## src/rtl/gate_netlist_truth_table_defines.svh

```systemverilog
`ifndef GATE_NETLIST_TRUTH_TABLE_DEFINES_SVH
`define GATE_NETLIST_TRUTH_TABLE_DEFINES_SVH

// Same-cycle implication, checked at every clock edge outside reset.
`define GNTT_ASSERT_NOW(label, ante, cons, msg) \
    label: assert property (@(posedge clk) disable iff (!rst_n) (ante) |-> (cons)) \
        else $error(msg);

// Next-cycle implication, checked at every clock edge outside reset.
`define GNTT_ASSERT_NEXT(label, ante, cons, msg) \
    label: assert property (@(posedge clk) disable iff (!rst_n) (ante) |=> (cons)) \
        else $error(msg);

`endif

```

## src/rtl/gntt_pkg.sv

```systemverilog
package gntt_pkg;

    localparam int IDX_W   = 6;
    localparam int CNT_W   = 5;
    localparam int ROW_W   = 16;
    localparam int IN_CAP  = 16;
    localparam int OUT_CAP = 16;

    localparam logic [1:0] MODE_LOAD  = 2'd0;
    localparam logic [1:0] MODE_ROW   = 2'd1;
    localparam logic [1:0] MODE_CLEAR = 2'd2;

    localparam logic [2:0] OP_NOT  = 3'd0;
    localparam logic [2:0] OP_AND  = 3'd1;
    localparam logic [2:0] OP_OR   = 3'd2;
    localparam logic [2:0] OP_NAND = 3'd3;
    localparam logic [2:0] OP_NOR  = 3'd4;
    localparam logic [2:0] OP_XOR  = 3'd5;

    localparam logic [0:0] REG_INPUT_COUNT  = 1'b0;
    localparam logic [0:0] REG_OUTPUT_COUNT = 1'b1;

    typedef struct packed {
        logic [2:0]       op;
        logic [IDX_W-1:0] src_a;
        logic [IDX_W-1:0] src_b;
        logic [IDX_W-1:0] dst;
    } gate_t;

    typedef struct packed {
        logic [CNT_W-1:0] input_count;
        logic [CNT_W-1:0] output_count;
    } cfg_t;

    typedef struct packed {
        logic [ROW_W-1:0] input_bits;
        logic [ROW_W-1:0] output_bits;
        logic             last_row;
        logic             list_full;
    } result_t;

endpackage

```

## src/rtl/gntt_apb_regs.sv

```systemverilog
module gntt_apb_regs (
    input  logic                 clk,
    input  logic                 rst_n,
    input  logic                 psel,
    input  logic                 penable,
    input  logic                 pwrite,
    input  logic [2:0]           paddr,
    input  logic [31:0]          pwdata,
    output logic [31:0]          prdata,
    output logic                 pready,
    output gntt_pkg::cfg_t       cfg
);

    logic [gntt_pkg::CNT_W-1:0] input_count_reg;
    logic [gntt_pkg::CNT_W-1:0] output_count_reg;
    logic                       wr_en;

    assign pready = 1'b1;
    assign wr_en  = psel && penable && pwrite;

    always_ff @(posedge clk or negedge rst_n)
    begin
        if (!rst_n)
        begin
            input_count_reg  <= gntt_pkg::CNT_W'(1);
            output_count_reg <= gntt_pkg::CNT_W'(1);
        end
        else if (wr_en)
        begin
            unique case (paddr[2])
                gntt_pkg::REG_INPUT_COUNT:  input_count_reg  <= pwdata[gntt_pkg::CNT_W-1:0];
                gntt_pkg::REG_OUTPUT_COUNT: output_count_reg <= pwdata[gntt_pkg::CNT_W-1:0];
                default: ;
            endcase
        end
    end

    always_comb
    begin
        unique case (paddr[2])
            gntt_pkg::REG_INPUT_COUNT:  prdata = 32'(input_count_reg);
            gntt_pkg::REG_OUTPUT_COUNT: prdata = 32'(output_count_reg);
            default:                    prdata = '0;
        endcase
    end

    assign cfg.input_count  = input_count_reg;
    assign cfg.output_count = output_count_reg;

endmodule

```

## config.mk

```make
export PLATFORM = sky130hd
export DESIGN_NAME = gntt_apb_regs
export DESIGN_NICKNAME = d
export VERILOG_FILES = /design/src/rtl/gate_netlist_truth_table_defines.svh /design/src/rtl/gntt_pkg.sv /design/src/rtl/gntt_apb_regs.sv
export SDC_FILE = /design/constraint.sdc
export NUM_CORES = 1
export LEC_CHECK = 0
export BUFFER_PORTS_ARGS = -buffer_cell sky130_fd_sc_hd__buf_4
export CORE_ASPECT_RATIO = 1.4
export CORE_UTILIZATION = 34
export DETAILED_ROUTE_END_ITERATION = 7
export MAX_ROUTING_LAYER = met4
export PLACE_DENSITY = 0.84
export SKIP_LAST_GASP = 1
export SLEW_MARGIN = 15
export SYNTH_ARGS = -nofsm -noshare
export SYNTH_HDL_FRONTEND = slang
export SYNTH_SLANG_ARGS = --single-unit
```

## constraint.sdc

```tcl
create_clock -name clk -period 1.1 [get_ports clk]
set_input_delay 0.165 -clock clk [delete_from_list [all_inputs] [get_ports clk]]
set_output_delay 0.165 -clock clk [all_outputs]
set_load 0.005 [all_outputs]
```

==> results.rst <==
.. list-table::
   :header-rows: 1

   * - Metric
     - Value
   * - Library cells used by synthesis
     - 8
   * - Num ports
     - 83
   * - Fraction of the yosys area taken by sequential cells
     - 0.3679
   * - Worst-path fanout max
     - 2
   * - Synthesis Warnings
     - 0
   * - Sw Share
     - 0.2601
   * - Startpoint class of the critical path
     - flop
   * - Crit path largest cell delay
     - 0.39 ns
   * - Net count of the finished layout
     - 137
   * - Insertion delay to the later sink of the worst-skew pair
     - 0.26 ns
   * - Core region area
     - 1824 µm²
   * - CTS tree
     - yes
   * - Input/output buffers
     - 25
   * - Net switching power
     - 0.3706 mW
   * - Leading cell types by total area after synthesis
     - buf_4 31%, dfrtp_1 29%, mux2_2 25%, dfstp_2 7.7%, nand4b_4 3.5%
   * - Relative contribution of combinational cells to total power
     - 0.458
   * - Data arrival time of the critical path
     - 1.04 ns
   * - CP Capture Type
     - primary output
   * - Max IR drop VDD
     - 0.8678 mV
   * - Drt drc
     - 0
   * - Initial cell density of the core
     - 0.3765
   * - Clock network fraction of design power
     - 0.185
   * - Synth area leader
     - buf_4
   * - Total die area
     - 2206 µm²
   * - Global-route wire length before repair
     - 1.676 mm
   * - Setup slack of the critical path after layout
     - -0.1004 ns
   * - Minimum period implied by the final worst setup slack
     - 1.200 ns
   * - Setup repair after global routing missed its margin
     - true
   * - Share of post-route cells with drive strength above 1
     - 0.6042
   * - Total half-perimeter wirelength after legalization and detailed placement
     - 916.2 µm
   * - Clock Skew
     - 0 ns
   * - Run status
     - complete, but fails checks
   * - Max capacitance violation total
     - 0
   * - Final weighted congestion in routability-driven placement
     - 0.6009
   * - Initial antenna violation count
     - 0
   * - Buffer levels on the longest clock path
     - 2
   * - Fraction of synthesized cell area taken by the top area cell type
     - 0.3060
   * - Number of global-route vias before repair
     - 407
   * - Final hold viol count
     - 0
   * - Largest net degree at the start of global routing
     - 11
   * - Worst Hold Slack
     - 0.1463 ns
   * - Clock root buffer
     - clkbuf_4
   * - Area Overhead vs Synth
     - 38.43%
   * - Power density normalized to cell area
     - 1498 nW/µm²
   * - Summed negative setup slack over all endpoints
     - -0.6136 ns
   * - Clock-pin transition on the worst setup and hold timing paths
     - 0.07 ns
   * - Buffers and inverters on the worst path
     - 1
   * - Total via count after detailed routing
     - 459
   * - Count of antenna-violating nets left after detailed routing
     - 0
   * - Post-synthesis cell count
     - 58
   * - Main flop type after synthesis
     - dfrtp_1
   * - Leakage power total
     - 0.5203 nW
   * - Final routed wirelength across all metal layers
     - 1.256 mm
   * - Internal Dissipation
     - 1.054 mW
   * - Critical Path, Cell by Cell
     - mux2_4 > buf_6
   * - Final total power
     - 1.425 mW
   * - Final slew viol count
     - 0
   * - Diode count
     - 0
   * - Global-route congestion overflow total
     - 0
   * - Critical path's slowest cell
     - dfrtp_1
   * - Violated checks
     - setup timing
   * - Htree depth
     - 1
   * - Top-count cell post-synth
     - buf_4
   * - Sinks on the clock net
     - 10
   * - Initial drt markers
     - 1
   * - Tcrit/Tclk final
     - 1.091
   * - Class of the most critical hold timing path
     - in -> reg
   * - Die Width
     - 39.99 µm
   * - Overall routing resource usage
     - 0.1206
   * - EDFF count, synth
     - 0
   * - Required time of the critical path
     - 0.94 ns
   * - Final setup violating endpoints
     - 8
   * - Number of placement rows
     - 18
   * - Setup slack of the most critical reg-to-reg path
     - 0.09 ns
   * - Fmax
     - 833.1 MHz
   * - Detailed-route wire length per cell
     - 10.83 µm
   * - Vias per cell
     - 3.957
   * - Pre-antenna DRT Iters
     - 2
   * - Netlist area before placement
     - 686.9 µm²
   * - Synth Area per Inst
     - 11.84 µm²
   * - Asr flop ratio synth
     - 1.000
   * - Sequential group share of total power
     - 0.357
   * - Overall die height
     - 55.18 µm
   * - Top cell family by delay on the critical path
     - flip-flops
   * - List of most frequent post-synthesis cells
     - 28 x buf_4, 15 x mux2_2, 8 x dfrtp_1
   * - Kind of critical path
     - reg -> out
   * - Number of buffers created by CTS
     - 3
   * - Number of storage elements in the synthesis netlist
     - 10
## cell families (layout without fill, tap and decap cells)
kind of cell  after synthesis  count (layout)  synth area share
flops                      10              10            0.3679
mux                        15              15            0.2459
other cells                 2              28           0.01093
simple gates                2               2           0.05282
buf+inv                    29              41            0.3224
## metal layers
layer / global-route usage / vias up / wire length (µm)
li1: - / 210 / -
met1: 0.1131 / 213 / 430
met2: 0.2258 / 36 / 724
met3: 0.02400 / 0 / 102
met4: 0.05172 / 0 / 0
met5: - / - / 0
## power groups by stage
stage	Combinational (mW)	Clock (mW)	Sequential, mW
after detailed placement	0.415	0	0.526
final	0.653	0.263	0.509
after floorplan	0.232	0	0.524
after CTS	0.581	0.275	0.500
after global routing	0.712	0.293	0.519
after global placement	0.403	0	0.517
## through the flow
| stage | area [µm²] | util | cells | setup slack, ns |
|---|---|---|---|---|
| 2_1_floorplan | 784.5 | - | 84 | 0.2298 |
| 3_3_place_gp | 775.7 | 0.4252 | 100 | 0.1218 |
| 3_5_place_dp | 775.7 | 0.4252 | 100 | 0.1125 |
| 4_1_cts | 902.1 | 0.4945 | 115 | -0.1045 |
| 5_1_grt | 950.9 | 0.5213 | 116 | -0.1490 |
| 6_report | 950.9 | 0.5213 | 116 | -0.1004 |
## what timing repair did
item / in CTS / in global routing
hold endpoints to repair: 10 / 0
buffers inserted: 10 / 1
gates resized for setup: 4 / 11
setup endpoints to repair: 5 / 11
hold buffers: 1 / 0
## area by class of cell
class / instances / area (µm²)
fillers: 156 / 873.3
multi-input cells: 45 / 329.1
repair buffers: 37 / 317.8
flip-flops and latches: 10 / 252.7
clock buffers: 4 / 26.28
well taps: 20 / 25.02
## cells in the final DEF, fill, tap and decap left out
cell type / Yosys / routed
nand4_2: 1 / 1
dfrtp_1: 8 / 8
mux2_2: 15 / 10
dlygate4sd3_1: 0 / 1
nand4b_4: 1 / 1
buf_4: 28 / 26
mux2_4: 0 / 5
buf_6: 1 / 10
clkbuf_1: 0 / 1
conb_1: 2 / 28
clkbuf_4: 0 / 3
dfstp_2: 2 / 2
## path summary, 6_finish.rpt
check	to	cells after the start	from
max in group asynchronous	output_count_reg[0]$_DFFE_PN1P_	2	rst_n
min in group asynchronous	output_count_reg[4]$_DFFE_PN0P_	2	rst_n
setup / recovery	prdata[1]	2	input_count_reg[1]$_DFFE_PN0P_
hold / removal	output_count_reg[3]$_DFFE_PN0P_	2	pwdata[3]
setup reg to reg	input_count_reg[1]$_DFFE_PN0P_	3	input_count_reg[1]$_DFFE_PN0P_
hold reg to reg	output_count_reg[3]$_DFFE_PN0P_	2	output_count_reg[3]$_DFFE_PN0P_
Power figures use the tool's default switching activity.
